### config.mk
export PLATFORM = sky130hd
export DESIGN_NAME = keypad_debounce_autorepeat
export DESIGN_NICKNAME = d
export VERILOG_FILES = /design/src/rtl/kpd_pkg.sv /design/src/rtl/kpd_decode.sv /design/src/rtl/kpd_core.sv /design/src/rtl/keypad_debounce_autorepeat.sv
export SDC_FILE = /design/constraint.sdc
export NUM_CORES = 1
export LEC_CHECK = 0
export ABC_AREA = 0
export BUFFER_PORTS_ARGS = -buffer_cell sky130_fd_sc_hd__buf_2
export CORE_ASPECT_RATIO = 0.7
export CORE_MARGIN = 4
export CORE_UTILIZATION = 50
export DETAILED_ROUTE_END_ITERATION = 8
export PLACE_DENSITY_LB_ADDON = 0.08
export SLEW_MARGIN = 10
export SYNTH_ARGS = -nofsm -noshare
export SYNTH_HDL_FRONTEND = slang
export SYNTH_HIERARCHICAL = 1
export SYNTH_SLANG_ARGS = --single-unit
### constraint.sdc
create_clock -name clk -period 4.45 [get_ports clk]
set_clock_uncertainty 0.1 [all_clocks]
set_input_delay 0.89 -clock clk [delete_from_list [all_inputs] [get_ports clk]]
set_output_delay 0.89 -clock clk [all_outputs]
set_load 0.1 [all_outputs]
### src/rtl/kpd_pkg.sv
// Shared types and constants for the keypad debounce and auto-repeat block.
// No dependencies.
package kpd_pkg;

  localparam int DEF_ROW_COUNT = 4;
  localparam int DEF_COL_COUNT = 4;

  localparam int BITS_W = 16;
  localparam int TIME_W = 32;
  localparam int CODE_W = 5;
  localparam int CFG_W  = 16;
  localparam int IDX_W  = 2;

  localparam logic [CFG_W-1:0] DEBOUNCE_RST = 16'd20;
  localparam logic [CFG_W-1:0] DELAY_RST    = 16'd500;
  localparam logic [CFG_W-1:0] PERIOD_RST   = 16'd100;

  typedef enum logic [IDX_W-1:0] {
    REG_DEBOUNCE = 2'd0,
    REG_DELAY    = 2'd1,
    REG_PERIOD   = 2'd2
  } reg_idx_t;

  typedef struct packed {
    logic [CFG_W-1:0] debounce_time;
    logic [CFG_W-1:0] repeat_delay;
    logic [CFG_W-1:0] repeat_period;
  } cfg_t;

endpackage

### src/rtl/kpd_decode.sv
// Snapshot decoder: turns the pressed bits into a single-key position code.
// Uses kpd_pkg for widths. Several keys down decode as no key.
module kpd_decode #(
  parameter int ROW_COUNT = kpd_pkg::DEF_ROW_COUNT,
  parameter int COL_COUNT = kpd_pkg::DEF_COL_COUNT
) (
  input  logic [kpd_pkg::BITS_W-1:0] pressed_bits,
  output logic [kpd_pkg::CODE_W-1:0] code
);

  localparam int KEYS      = ROW_COUNT * COL_COUNT;
  localparam int KEY_SLOTS = (KEYS < kpd_pkg::BITS_W) ? KEYS : kpd_pkg::BITS_W;

  logic [kpd_pkg::BITS_W-1:0] masked;
  logic [kpd_pkg::CODE_W-1:0] pos;
  logic                       single;

  always_comb begin
    for (int i = 0; i < kpd_pkg::BITS_W; i++) begin
      masked[i] = (i < KEY_SLOTS) ? pressed_bits[i] : 1'b0;
    end
  end

  // exactly one bit set
  assign single = (masked != '0) && ((masked & (masked - 1'b1)) == '0);

  // OR of the position codes (index plus one) is the code when only one bit is set
  always_comb begin
    pos = '0;
    for (int i = 0; i < kpd_pkg::BITS_W; i++) begin
      if (masked[i]) begin
        pos = pos | kpd_pkg::CODE_W'(i + 1);
      end
    end
  end

  assign code = single ? pos : '0;

endmodule

### src/rtl/kpd_core.sv
// Debounce and auto-repeat state with its decision logic and result register.
// Uses kpd_pkg for widths and the configuration struct.
module kpd_core (
  input  logic                       clk,
  input  logic                       rst,
  input  logic                       step,
  input  logic [kpd_pkg::CODE_W-1:0] code,
  input  logic [kpd_pkg::TIME_W-1:0] now_ms,
  input  kpd_pkg::cfg_t              cfg,
  output logic [kpd_pkg::CODE_W-1:0] key_event
);

  logic [kpd_pkg::CODE_W-1:0] candidate_code, candidate_code_next;
  logic [kpd_pkg::TIME_W-1:0] candidate_start, candidate_start_next;
  logic [kpd_pkg::CODE_W-1:0] stable_code, stable_code_next;
  logic [kpd_pkg::TIME_W-1:0] last_repeat_at, last_repeat_at_next;
  logic                       in_repeat, in_repeat_next;
  logic [kpd_pkg::CODE_W-1:0] event_next;
  logic [kpd_pkg::TIME_W-1:0] held, since_repeat;

  assign held         = now_ms - candidate_start;
  assign since_repeat = now_ms - last_repeat_at;

  always_comb begin
    candidate_code_next  = candidate_code;
    candidate_start_next = candidate_start;
    stable_code_next     = stable_code;
    last_repeat_at_next  = last_repeat_at;
    in_repeat_next       = in_repeat;
    event_next           = '0;
    priority if (code != candidate_code) begin
      candidate_code_next  = code;
      candidate_start_next = now_ms;
      in_repeat_next       = 1'b0;
    end else if (held < kpd_pkg::TIME_W'(cfg.debounce_time)) begin
      event_next = '0;
    end else if (code == '0) begin
      stable_code_next = '0;
      in_repeat_next   = 1'b0;
    end else if (code != stable_code) begin
      // new accepted key: press event
      stable_code_next    = code;
      last_repeat_at_next = now_ms;
      in_repeat_next      = 1'b0;
      event_next          = code;
    end else if (!in_repeat) begin
      if (held >= kpd_pkg::TIME_W'(cfg.repeat_delay)) begin
        in_repeat_next      = 1'b1;
        last_repeat_at_next = now_ms;
        event_next          = code;
      end
    end else if (since_repeat >= kpd_pkg::TIME_W'(cfg.repeat_period)) begin
      last_repeat_at_next = now_ms;
      event_next          = code;
    end
  end

  always_ff @(posedge clk) begin
    if (rst) begin
      candidate_code  <= '0;
      candidate_start <= '0;
      stable_code     <= '0;
      last_repeat_at  <= '0;
      in_repeat       <= 1'b0;
    end else if (step) begin
      candidate_code  <= candidate_code_next;
      candidate_start <= candidate_start_next;
      stable_code     <= stable_code_next;
      last_repeat_at  <= last_repeat_at_next;
      in_repeat       <= in_repeat_next;
    end
  end

  always_ff @(posedge clk) begin
    if (step) begin
      key_event <= event_next;
    end
  end

  a_repeat_on_stable: assert property (@(posedge clk) disable iff (rst)
    in_repeat |-> (stable_code != '0 && candidate_code == stable_code))
    else $error("repeating without a held stable key");

  a_event_is_stable: assert property (@(posedge clk) disable iff (rst)
    step |=> (key_event == '0 || key_event == stable_code))
    else $error("event does not match the stable key");

  a_idle_holds: assert property (@(posedge clk) disable iff (rst)
    !step |=> $stable(stable_code) && $stable(candidate_code))
    else $error("key state moved without a word");

endmodule

### src/rtl/keypad_debounce_autorepeat.sv
// Keypad debounce and auto-repeat: top level with stream ports and config port.
// Uses kpd_pkg, kpd_decode and kpd_core.
// An accepted input word passes the input register, then the decision logic into
// the result register, which drives m_axis_tvalid. Throughput: 1 word per
// cycle; the input stalls only while a result waits on m_axis_tready with the
// input register full.
// Reset (rst, synchronous) clears key state, handshake state and loads
// default registers: debounce 20 ms, repeat delay 500 ms, repeat period 100 ms.
module keypad_debounce_autorepeat #(
  parameter int ROW_COUNT = kpd_pkg::DEF_ROW_COUNT,
  parameter int COL_COUNT = kpd_pkg::DEF_COL_COUNT
) (
  input  logic                        clk,
  input  logic                        rst,
  input  logic                        s_axis_tvalid,
  output logic                        s_axis_tready,
  input  logic [47:0]                 s_axis_tdata,  // pressed_bits[15:0], now_ms[47:16]
  output logic                        m_axis_tvalid,
  input  logic                        m_axis_tready,
  output logic [7:0]                  m_axis_tdata,  // key_event[4:0], zero pad[7:5]
  input  logic                        cfg_valid,
  output logic                        cfg_ready,
  input  logic [kpd_pkg::IDX_W-1:0]   cfg_index,
  input  logic [kpd_pkg::CFG_W-1:0]   cfg_data
);

  kpd_pkg::cfg_t              cfg;
  logic [kpd_pkg::CODE_W-1:0] in_code, s1_code, key_event;
  logic [kpd_pkg::TIME_W-1:0] s1_now;
  logic                       s1_valid, out_valid;
  logic                       out_free, step;

  assign cfg_ready = 1'b1;

  always_ff @(posedge clk) begin
    if (rst) begin
      cfg.debounce_time <= kpd_pkg::DEBOUNCE_RST;
      cfg.repeat_delay  <= kpd_pkg::DELAY_RST;
      cfg.repeat_period <= kpd_pkg::PERIOD_RST;
    end else if (cfg_valid && cfg_ready) begin
      unique case (cfg_index)
        kpd_pkg::REG_DEBOUNCE: cfg.debounce_time <= cfg_data;
        kpd_pkg::REG_DELAY:    cfg.repeat_delay  <= cfg_data;
        kpd_pkg::REG_PERIOD:   cfg.repeat_period <= cfg_data;
        default:               cfg               <= cfg;
      endcase
    end
  end

  kpd_decode #(
    .ROW_COUNT (ROW_COUNT),
    .COL_COUNT (COL_COUNT)
  ) u_decode (
    .pressed_bits (s_axis_tdata[15:0]),
    .code         (in_code)
  );

  assign out_free      = !out_valid || m_axis_tready;
  assign step          = s1_valid && out_free;
  assign s_axis_tready = !s1_valid || out_free;

  always_ff @(posedge clk) begin
    if (rst) begin
      s1_valid  <= 1'b0;
      out_valid <= 1'b0;
    end else begin
      if (s_axis_tready) begin
        s1_valid <= s_axis_tvalid;
      end
      if (out_free) begin
        out_valid <= s1_valid;
      end
    end
  end

  // hold the decoded word until the decision stage takes it
  always_ff @(posedge clk) begin
    if (s_axis_tvalid && s_axis_tready) begin
      s1_code <= in_code;
      s1_now  <= s_axis_tdata[47:16];
    end
  end

  kpd_core u_core (
    .clk       (clk),
    .rst       (rst),
    .step      (step),
    .code      (s1_code),
    .now_ms    (s1_now),
    .cfg       (cfg),
    .key_event (key_event)
  );

  assign m_axis_tvalid = out_valid;
  assign m_axis_tdata  = {3'b000, key_event};

endmodule

# Yosys cells after proc, flatten, opt, wreduce, memory -nomap -nowiden
# Cells that the tools add are included.
# op_classes
n_addsub	3
magnitude_cmp	3
eq_ne	6
n_mux	32
n_bitwise	4
reduce_logical	21
# op_table
cell	count
$mux 32	4
$ge 32x16->1	2
$sub 32x32->32	2
$mux 5	7
$lt 32x16->1	1
$mux 4	8
$and 16x16->16	1
$logic_not 16->1	1
$reduce_bool 16->1	1
$sub 16x1->16 const B	1
$mux 3	4
$ne 5x5->1	2
$reduce_and 2->1	5
$mux 1	7
$reduce_and 6->1	1
$logic_not 5->1	1
$mux 2	2
$reduce_and 4->1	1
$logic_and 1x1->1	3
$ne 3x3->1 const B	1
$not 1->1	3
$reduce_bool 3->1	1
$reduce_or 3->1	1
$eq 2x1->1 const B	1
6 further kinds	8
# totals
regBits	167
in_bits	71
output_inout_bits	11
elab_cells	82

# Longest topological paths before layout
# Gate-level depths: netlist of the first run.
# logic_depth
word_depth	16
mapped_depth	21

# Hierarchy
# Netlist of the first run, hierarchy kept.
# by_module_without_submodules
mod	n_inst	cells_each	area_per_inst_um2	seq_area_each_um2
kpd_core	1	1173	9036.2	1651.6
keypad_debounce_autorepeat	1	237	3180.6	2112.0
kpd_decode	1	47	287.8	0.0

# Worst setup path before layout of the first run
# OpenSTA, ideal clock, no wires.
# synth_timing
kind	reg-to-reg
startpoint	register s1_now[0] (netlist bit)
endpoint	register u_core/key_event[0] (netlist bit), data pin
setup_time_ns	0.255
arrival_time_ns	4.066
required_ns	4.095
path_slack_ns	0.029
stages_incl_launch_ff	20
n_path_buf	0
period_less_slack_ns	4.421
cell_sequence	edfxtp_1 > inv_1 > ha_1 > fa_1 > nor2b_1 > o211ai_2 > a31oi_1 > a21oi_1 > xnor2_1 > ha_1 > a21oi_1 > nor2b_1 > o21ai_0 > o311ai_0 > or4_2 > a2111oi_4 > nand4_1 > nor4_4 > nor3_1 > and2_1
# synth_between
elab_chain_len	5
# synth_rtl
item	line_no	text
from (decl)	keypad_debounce_autorepeat.sv:29	logic [kpd_pkg::TIME_W-1:0] s1_now;
from (signal assigned)	keypad_debounce_autorepeat.sv:80	s1_now <= s_axis_tdata[47:16];
$sub 32x32->32 (on tied branches)	kpd_core.sv:21, kpd_core.sv:22	
$ge 32x16->1 (on tied branches)	kpd_core.sv:47, kpd_core.sv:52	
$mux 5 (on tied branches)	kpd_core.sv:47, kpd_core.sv:52	
$mux 5	kpd_core.sv:46	end else if (!in_repeat) begin
$mux 5	kpd_core.sv:40	end else if (code != stable_code) begin
to (signal assigned)	kpd_core.sv:76	key_event <= event_next;
to (decl)	kpd_core.sv:10	output logic [kpd_pkg::CODE_W-1:0] key_event
# Several ways; a longest one is shown, not always the timed one.
# A chain may end at the register's enable or synchronous reset.

# Worst setup path in the final report of the first run
# layout_timing
startpoint	register s1_now[0] (netlist bit)
endpoint	register u_core/last_repeat_at[29] (netlist bit)
# layout_between
elab_chain_len	4
# layout_rtl
item	line_no	text
$sub 32x32->32 (on tied branches)	kpd_core.sv:22, kpd_core.sv:21	
$ge 32x16->1 (tied with other cells)	kpd_core.sv:52	end else if (since_repeat >= kpd_pkg::TIME_W'(cfg.repeat_period)) begin
$ne 3x3->1 (no source line) (tied with other cells)	--	
$reduce_and 6->1 (no source line) *	--	
to (signal assigned)	kpd_core.sv:69	last_repeat_at <= last_repeat_at_next;
to (decl)	kpd_core.sv:16	logic [kpd_pkg::TIME_W-1:0] last_repeat_at, last_repeat_at_next;
# Every way passes the cells marked *; elsewhere a longest branch is shown, timed or not.

==> results of run 1 <==
==> metal layers <==
metal	wire length (µm)	global-route usage [%]	vias up
met2	14900	36.5	250
met1	18600	40.7	5206
li1	-	-	5495
met3	1860	3.94	40
met5	0	0	-
met4	554	5.54	0
==> worst max-delay path, stage by stage, from the launching register on <==
cell	delay, ns
edfxtp_1	0.38
inv_2	0.09
ha_4	0.17
fa_2	0.37
nand2b_4	0.16
a21o_1	0.21
buf_4	0.15
a2111oi_4	0.33
nor2_1	0.11
xnor2_1	0.14
buf_4	0.15
ha_1	0.28
a21o_1	0.18
a211o_1	0.31
nor2_2	0.10
o21ai_2	0.09
a2111oi_4	0.38
buf_4	0.20
nor4b_4	0.05
buf_4	0.20
buf_12	0.15
mux2i_1	0.17
==> layout make-up <==
| cell class | count | share of cell area (%) |
|---|---|---|
| multi-input cells | 1093 | 54.0 |
| flip-flops and latches | 167 | 24.8 |
| repair buffers | 237 | 11.1 |
| inverters | 127 | 3.14 |
| clock buffers | 19 | 2.85 |
| well taps | 325 | 2.67 |
| clock inverters | 13 | 1.44 |
==> power by group through the flow <==
| stage | Combinational, mW | Sequential (mW) | Clock, mW |
|---|---|---|---|
| CTS | 1.26 | 1.66 | 1.71 |
| global route | 1.48 | 1.67 | 1.77 |
| floorplan | 0.793 | 1.70 | 0 |
| detailed placement | 1.22 | 1.69 | 0 |
| finish | 1.35 | 1.66 | 1.67 |
| global placement | 1.21 | 1.69 | 0 |
==> sequential cells by signal, summed over array words and instances, names as in the netlist <==
register and flops:
s1_now 32, u_core/candidate_start 32, u_core/last_repeat_at 32, u_core/candidate_code 5, u_core/key_event 5, s1_code 5
s1_valid 1, u_core/in_repeat 1, m_axis_tvalid 1, u_core/stable_code 5, cfg 48
==> Yosys cell counts (12+ instances only) <==
cell      instances
nor2b_1          14
or2b_1           18
clkbuf_1         33
xor2_1           19
nand3_1          31
xnor2_1          30
mux2i_1          89
a21o_1           29
a31oi_1          12
a211oi_1         15
nor3_1           23
dfxtp_1         125
nand4_1          23
nor2_1           90
and2_1           12
edfxtp_1         42
a21oi_1         109
o21ai_0          44
nand2_1         131
inv_1           127
nand2b_1         65
buf_2            20
o21ai_1          12
ha_1            109
or2b_2           43
==> repair_timing <==
| item | 4_1_cts | 5_1_grt |
|---|---|---|
| buffers inserted | 7 | 16 |
| gates cloned | 2 | 1 |
| hold buffers | 0 | 0 |
| resized for setup | 28 | 49 |
| endpoints found under the setup margin | 43 | 43 |
| pin swaps | 24 | 31 |
==> through the flow <==
step	hold slack (ns)	setup WS, ns	area (µm²)
3_5_place_dp	0.348	-0.412	14000
4_1_cts	0.356	-0.135	14800
2_1_floorplan	0.334	0.0294	12500
6_report	0.355	-0.118	15200
5_1_grt	0.376	-0.306	15200
3_3_place_gp	0.342	-0.279	14000
==> cell families (layout without fill, tap and decap cells) <==
family	Yosys count	in the layout	share of synthesized area [%]
multiplexers	94	94	7.57
flip-flops	167	167	30.1
other	2	4	0.0601
AO/OA/AOI/OAI	325	325	17.9
buffers and inverters	199	396	7.02
adder cells (fa/ha/maj)	111	111	11.2
AND/OR/NAND/NOR	509	509	22.6
XOR/XNOR	50	50	3.56
==> worst max path at each step <==
| stage | startpoint | end | slack (ns) | depth (start not counted) |
|---|---|---|---|---|
| after floorplan | s1_now[0]$_DFFE_PP_ | u_core/key_event[0]$_SDFFCE_PP0P_ | 0.03 | 19 |
| after global placement | s1_now[0]$_DFFE_PP_ | u_core/last_repeat_at[1]$_SDFFE_PP0P_ | -0.28 | 21 |
| after detailed placement | s1_now[0]$_DFFE_PP_ | u_core/key_event[0]$_SDFFCE_PP0P_ | -0.41 | 21 |
| after CTS | s1_now[0]$_DFFE_PP_ | u_core/last_repeat_at[12]$_SDFFE_PP0P_ | -0.13 | 22 |
| after global routing | s1_now[1]$_DFFE_PP_ | u_core/last_repeat_at[17]$_SDFFE_PP0P_ | -0.31 | 22 |
| final | s1_now[0]$_DFFE_PP_ | u_core/last_repeat_at[29]$_SDFFE_PP0P_ | -0.12 | 21 |
==> qor.csv, run 1 <==
metric,value,unit
regArea,0.00376,mm²
die_w,197,µm
hold_end,u_core/candidate_start[28]$_SDFFE_PP0P_,
maxSlewViolCount,0,
comb_power_share,28.8,%
fillerInstances,2182,
rows,48,
core,0.0246,mm²
wirelength,35.8,mm
gp_congestion,0.888,
synthCells,1457,
synth.area.top_cells,"dfxtp_1 20%, ha_1 11%, edfxtp_1 10%, mux2i_1 7.1%, a21oi_1 4.4%",
clock_path_buffers,2,
grt_max_degree,92,
final_cell_mix,"150 x buf_4, 128 x nand2_1, 126 x inv_1",
p_int,3.22,mW
hold_class,reg -> reg,
path_clk_slew,0.07,ns
final_hold_viol_count,0,
design.die.area,0.0276,mm²
setup_ws,-0.118,ns
seq_power_share,35.5,%
placedCellCount,1923,
crit_arrival,4.82,ns
yosysWarnings,6,
yosysSeqAreaShare,30.1,%
ys.flop_type,dfxtp_1,
tritoncts,yes,
worst_setup_path_end_kind,flip-flop,
power_density,308,mW/mm²
fin_util,61.7,%
grt_pass1_wl,56.9,mm
leakagePower,6.18,nW
ys_ff_latch,167,
grt_overflow,0,
sw_frac_of_total,31.2,%
min_period,4.57,ns
grt_pass1_vias,10700,
finalPower,4.68,mW
r2r-start,s1_now[0]$_DFFE_PP_,
cts.sinks,167,
power_switching,1.46,mW
hpwl,27.5,mm
cts_made_buffers,17,
status,finished with violations,
crit_type,reg -> reg,
ir_worst_vdd,0.320,mV
synth-edff-count,42,
hp-start,u_core/candidate_start[28]$_SDFFE_PP0P_,
grt_usage,25.7,%
drtIter0Drc,690,
synth_top_area_share,20.0,%
fin_crit_sh,103,%
cp-start-kind,flip-flop,
syn_avg_cell_area,8.58,µm²
drv_cap,0,
finalSetupViolCount,37,
syn_area,0.0125,mm²
numPortBuffers,77,
r2r_slack,-0.12,ns
n_antenna_cell,0,
drive_gt1_share,24.5,%
path_max_fanout,10,
clk_latency,0.43,ns
tns,-3.29,ns
die_y,140,µm
ys_types,100,
synthArstFlopShare,0,%
whs_path_depth,2,
root_buffer,clkbuf_16,
p_clk_share,35.7,%
drcViolationCount,0,
layout_commonest_cell,buf_4,
worstMarginPinSlew,1.09,ns
drtAntennaViolNets,0,
timing.fmax,0.219,GHz
multi_input_area,0.00821,mm²
worstPathRequired,4.70,ns
layout.cells.non_filler,1981,
start_util,50.8,%
wl_per_cell,18.1,µm
rr_worst_depth,21,
drt_pass1_iterations,5,
violations,setup timing,
cts.htree.levels,4,
area_growth,21.6,%
max_slew_margin,27.3,%
rsz0062_at_grt,true,
vias,11000,
vias_per_cell,5.55,
yosys.area.top_type,dfxtp_1,
fin_nets,1825,
reg2reg_to,u_core/last_repeat_at[29]$_SDFFE_PP0P_,
ios,82,
antenna_found_initial,2,
Power figures use the tool's default switching activity.
==> inputs of run 2 (changes only) <==
PLACE_DENSITY = 0.73   (was unset)
PLACE_DENSITY_LB_ADDON = unset   (was 0.08)
==> run 2 against run 1 <==
  * The run still ends with setup timing left
  * Count of clock-buffer cells in the layout stayed put
  * Worst hold slack better by 0.0016 ns
  * Wire length is 3.0% lower
  * Fmax is 3.0% lower
  * Highest routed layer unchanged
==> qor.csv, run 2 (synthesized netlist as in run 1, its figures left out) <==
metric,value,unit
crit_arrival,4.94,ns
cts.sinks,167,
clk_latency,0.45,ns
met3_length,2.41,mm
sw_frac_of_total,33.7,%
grt_max_degree,112,
crit_family,buffers and inverters,
numPortBuffers,77,
finalSetupViolCount,37,
grt_pass1_wl,55.2,mm
layout_commonest_cell,nand2_1,
drcViolationCount,0,
worstPathRequired,4.68,ns
violations,setup timing,
cpMostUsedCell,buf_4,
design.die.area,0.0276,mm²
die_w,197,µm
die_y,140,µm
antenna_found_initial,0,
drv_cap,0,
root_buffer,clkbuf_16,
top_layer,met4,
crit_buf_inv,8,
worstMarginPinSlew,1.07,ns
power_switching,1.52,mW
vias_per_cell,5.70,
largest-register,cfg,
final_hold_viol_count,0,
worst_setup_path_end_kind,flip-flop,
placedCellCount,1898,
max_stage_delay,0.43,ns
comb_power_share,29.6,%
largest_reg_flops,48,
max_slew_margin,28.7,%
seq_power_share,37.0,%
ir_worst_vdd,0.286,mV
cp-start-kind,flip-flop,
grt_pass1_vias,10700,
drtAntennaViolNets,0,
rows,48,
crit_type,reg -> reg,
area_growth,19.1,%
fin_crit_sh,106,%
leakagePower,6.01,nW
tritoncts,yes,
p_clk_share,33.4,%
core,0.0246,mm²
status,finished with violations,
cts_made_buffers,17,
hpwl,25.7,mm
grt_usage,24.7,%
drtIter0Drc,1027,
path_clk_slew,0.08,ns
wl_per_cell,17.8,µm
fillerInstances,2097,
rsz0062_at_grt,true,
start_util,50.8,%
ios,82,
wirelength,34.8,mm
hold_buffers,0,
vias,11100,
layout.cells.non_filler,1954,
timing.fmax,0.212,GHz
finalPower,4.50,mW
setup_ws,-0.262,ns
drive_gt1_share,22.9,%
path_max_fanout,6,
final_cell_mix,"129 x nand2_1, 126 x inv_1, 126 x buf_4",
power_density,302,mW/mm²
maxSlewViolCount,0,
gp_congestion,0.971,
fin_nets,1797,
worst_path_max_delay_cell,edfxtp_1,
drt_pass1_iterations,5,
min_period,4.71,ns
cts.htree.levels,4,
grt_overflow,0,
p_int,2.98,mW
clock_path_buffers,2,
hold_class,reg -> reg,
crit_chain,buf_4 -> buf_4 -> ha_1 -> nor2b_2 -> o211ai_1 -> buf_4 -> nand2_1 -> buf_4 -> xor2_1 -> ha_1 -> a21o_1 -> a211oi_1 -> o21ai_1 -> a2111oi_4 -> buf_4 -> o21ai_2 -> a2111oi_4 -> buf_4 -> nor4b_4 -> buf_6 -> bufbuf_16 -> mux2i_1,
wl_met1,16.9,mm
met2_length,15.1,mm
[run 2: changes by cell type in the layout (fill, tap and decap cells not counted), moves of 3 or more]
cell and change:
nor2b_2 +3, o21ai_1 +3, o21ai_2 -3, a21oi_2 -3, ha_4 -3, inv_8 +3, nor2b_4 -4, nor3_2 -3
buf_4 -24, bufinv_16 -5, buf_6 -3
[run 2: worst reg2reg max path: stages, from the launching register on]
cell       delay, ns
edfxtp_1        0.43
buf_4           0.16
buf_4           0.14
ha_1            0.30
nor2b_2         0.16
o211ai_1        0.17
buf_4           0.17
nand2_1         0.11
buf_4           0.17
xor2_1          0.18
ha_1            0.21
a21o_1          0.16
a211oi_1        0.22
o21ai_1         0.15
a2111oi_4       0.32
buf_4           0.17
o21ai_2         0.07
a2111oi_4       0.38
buf_4           0.20
nor4b_4         0.05
buf_6           0.18
bufbuf_16       0.28
mux2i_1         0.12
[run 2: final timing paths]
check	start	endpoint	slack, ns	cells past startpoint
worst max register to register	s1_now[1]$_DFFE_PP_	u_core/last_repeat_at[25]$_SDFFE_PP0P_	-0.26	22
worst max-delay path	s1_now[1]$_DFFE_PP_	u_core/last_repeat_at[25]$_SDFFE_PP0P_	-0.26	22
worst min register to register	u_core/candidate_start[29]$_SDFFE_PP0P_	u_core/candidate_start[29]$_SDFFE_PP0P_	0.36	2
worst min-delay path	u_core/candidate_start[29]$_SDFFE_PP0P_	u_core/candidate_start[29]$_SDFFE_PP0P_	0.36	2
[run 2: layout make-up]
| class | instances | area [µm²] | share of cell area [%] |
|---|---|---|---|
| Clock inverter | 13 | 128 | 0.857 |
| Multi-Input combinational cell | 1093 | 8180 | 54.9 |
| Inverter | 127 | 477 | 3.20 |
| Clock buffer | 19 | 464 | 3.12 |
| Timing Repair Buffer | 209 | 1470 | 9.86 |
| Tap cell | 325 | 407 | 2.73 |
| Antenna cell | 1 | 2.50 | 0.0168 |
| Sequential cell | 167 | 3760 | 25.3 |
[run 2: timing repair]
action	CTS	global route
pin swaps	34	10
cloned	3	0
hold endpoints to repair	0	0
setup endpoints to repair	38	43
resized for setup	53	12
buffers inserted	19	2
[run 2: metrics by stage]
| stage | util [%] | setup WS [ns] | hold slack, ns | TNS [ns] | cell area (µm²) |
|---|---|---|---|---|---|
| global placement | 55.8 | -0.196 | 0.342 | -6.84 | 13800 |
| CTS | 60.0 | -0.126 | 0.356 | -2.41 | 14800 |
| floorplan | - | 0.0294 | 0.334 | 0 | 12500 |
| detailed placement | 55.8 | -0.361 | 0.346 | -12.40 | 13800 |
| global route | 60.5 | -0.447 | 0.374 | -14.45 | 14900 |
| finish | 60.5 | -0.262 | 0.357 | -7.20 | 14900 |
[run 2: routing by layer]
layer	vias to the layer above	global-route usage (%)
li1	5435	-
met1	5302	37.0
met2	369	37.5
met3	39	4.28
met4	0	5.11
met5	-	0
[run 2: power by group through the flow]
stage               clock network (mW)  logic, mW  registers, mW
floorplan                            0      0.793           1.70
global placement                     0       1.15           1.70
detailed placement                   0       1.19           1.70
CTS                               1.53       1.27           1.66
global route                      1.58       1.45           1.67
finish                            1.51       1.33           1.67
==> inputs of run 3 (changes only) <==
CAP_MARGIN = 10   (was unset)
CORE_ASPECT_RATIO = 1.25   (was 0.7)
PLACE_DENSITY = 0.71   (was 0.73)
clock period = 5.4 ns   (was 4.45 ns; I/O delays follow)
==> run 3 against run 2 <==
  * Sequential power is 18% lower
  * Worst hold slack worse by 0.0031 ns
  * Highest routed layer unchanged
  * Cell count is 6.3% lower
  * Largest cell class unchanged
  * The run now ends clean
  * Non-clock buffer count is 128 lower
==> qor.csv, run 3 (synthesized netlist as in run 1, its figures left out) <==
metric,value,unit
wl_per_cell,17.7,µm
ir_worst_vdd,0.198,mV
ios,82,
cts_repair_resize_count,0,
drtIter0Drc,588,
largest-register,cfg,
die_w,149,µm
wirelength,32.4,mm
drt_pass1_iterations,6,
final_hold_viol_count,0,
crit_arrival,5.24,ns
hpwl,24.9,mm
clk_latency,0.45,ns
grt_usage,23.6,%
clock_path_buffers,2,
r2r_slack,0.38,ns
cp-start-kind,flip-flop,
drtAntennaViolNets,0,
grt_pass1_wl,52.3,mm
crit_buf_inv,1,
regArea,0.00376,mm²
tns,0,ns
crit_chain,ha_1 -> a21oi_2 -> nand2_1 -> o21ai_1 -> o21ai_0 -> xor2_1 -> ha_1 -> a21oi_1 -> nor2b_1 -> o21ai_0 -> o311ai_0 -> or4_2 -> a2111oi_4 -> nand4_1 -> nor4_4 -> nor4b_4 -> buf_12 -> mux2i_1,
vias,10400,
crit_type,reg -> reg,
worst_path_max_delay_cell,or4_2,
root_buffer,clkbuf_16,
drv_cap,0,
worstPathRequired,5.63,ns
rows,64,
rsz0062_at_grt,false,
grt_overflow,0,
largest_reg_flops,48,
grt_max_degree,119,
hold_buffers,0,
multi_input_area,0.00788,mm²
final_cell_mix,"131 x nand2_1, 127 x inv_1, 125 x dfxtp_1",
leakagePower,5.30,nW
area_growth,8.33,%
worst_setup_path_end_kind,flip-flop,
timing.fmax,0.199,GHz
hold_class,reg -> reg,
grt_pass1_vias,10300,
fin_crit_sh,92.9,%
holdWs,0.354,ns
finalSetupViolCount,0,
r2r-start,s1_now[4]$_DFFE_PP_,
worstSetupStartpoint,s1_now[4]$_DFFE_PP_,
worstMarginPinSlew,1.03,ns
layout_commonest_cell,nand2_1,
path_max_fanout,32,
cts.sinks,167,
postCtsSetupRepairBufs,0,
power_density,258,mW/mm²
fillerInstances,2308,
cts_made_buffers,17,
cts.htree.levels,4,
status,completed,
start_util,50.9,%
rr_worst_depth,18,
antenna_found_initial,1,
drcViolationCount,0,
max_slew_margin,31.6,%
path_clk_slew,0.08,ns
gp_congestion,0.919,
core,0.0246,mm²
vias_per_cell,5.69,
tritoncts,yes,
max_stage_delay,0.66,ns
design.die.area,0.0276,mm²
die_y,185,µm
crit_family,simple AND/OR/NAND/NOR gates,
timing.critical_path.to,u_core/last_repeat_at[26]$_SDFFE_PP0P_,
min_period,5.02,ns
numPortBuffers,77,
cp.depth,18,
maxSlewViolCount,0,
reg2reg_to,u_core/last_repeat_at[26]$_SDFFE_PP0P_,
fin_nets,1669,
drive_gt1_share,13.5,%
==> run 3: cell count changes in the layout (fill, tap and decap cells not counted), moves of 4 or more <==
cell,previous run,this run
nor2b_2,4,0
buf_4,126,4
o21ai_0,40,44
a21oi_1,104,109
a21oi_2,6,2
ha_1,105,109
a211oi_1,11,15
==> run 3: worst min-delay path by stage <==
stage	from	to	slack, ns	cells after the start
detailed placement	u_core/candidate_start[30]$_SDFFE_PP0P_	u_core/candidate_start[30]$_SDFFE_PP0P_	0.35	2
global route	u_core/candidate_start[21]$_SDFFE_PP0P_	u_core/candidate_start[21]$_SDFFE_PP0P_	0.38	2
CTS	u_core/candidate_start[30]$_SDFFE_PP0P_	u_core/candidate_start[30]$_SDFFE_PP0P_	0.36	2
global placement	s1_valid$_SDFFE_PP0P_	m_axis_tvalid$_SDFFE_PP0P_	0.34	2
finish	u_core/candidate_start[30]$_SDFFE_PP0P_	u_core/candidate_start[30]$_SDFFE_PP0P_	0.35	2
floorplan	s1_valid$_SDFFE_PP0P_	m_axis_tvalid$_SDFFE_PP0P_	0.33	2
==> run 3: layer usage <==
| metal | wire length, µm | track usage [%] | vias to the layer above |
|---|---|---|---|
| met5 | 0 | 0 | - |
| met4 | 1290 | 10.7 | 0 |
| met3 | 1590 | 3.65 | 72 |
| met2 | 15500 | 40.5 | 310 |
| met1 | 14000 | 29.3 | 4857 |
| li1 | - | - | 5178 |
==> run 3: stage by stage <==
stage / setup WS [ns] / power, mW / cells / util, % / area, µm²
after floorplan: 0.979 / 2.06 / 1459 / - / 12500
after global placement: 0.521 / 2.27 / 1798 / 52.7 / 13000
after detailed placement: 0.422 / 2.28 / 1798 / 52.7 / 13000
after CTS: 0.403 / 3.51 / 1830 / 55.1 / 13500
after global routing: 0.101 / 3.67 / 1831 / 55.1 / 13500
final: 0.384 / 3.49 / 1831 / 55.1 / 13500
==> run 3: final cells by class <==
| cell class | instances | area share (%) |
|---|---|---|
| inverters | 127 | 3.52 |
| well taps | 330 | 3.05 |
| clock inverters | 15 | 1.14 |
| repair buffers | 81 | 3.18 |
| multi-input cells | 1093 | 58.2 |
| clock buffers | 17 | 3.14 |
| flip-flops and latches | 167 | 27.8 |
| diodes | 1 | 0.0185 |
==> run 3: worst reg2reg max path: cells and delay by family (launching register included) <==
kind            cells  cell delay (ns)
xor+xnor            1             0.19
fa+ha+maj           2             0.72
compound gates      7             1.41
flops               1             0.45
simple gates        6             1.65
mux                 1             0.18
buf+inv             1             0.22
==> run 3: power breakdown <==
group / internal, mW / switching [mW]
clock: 0.618 / 0.605
combinational: 0.348 / 0.547
sequential: 1.33 / 0.0414
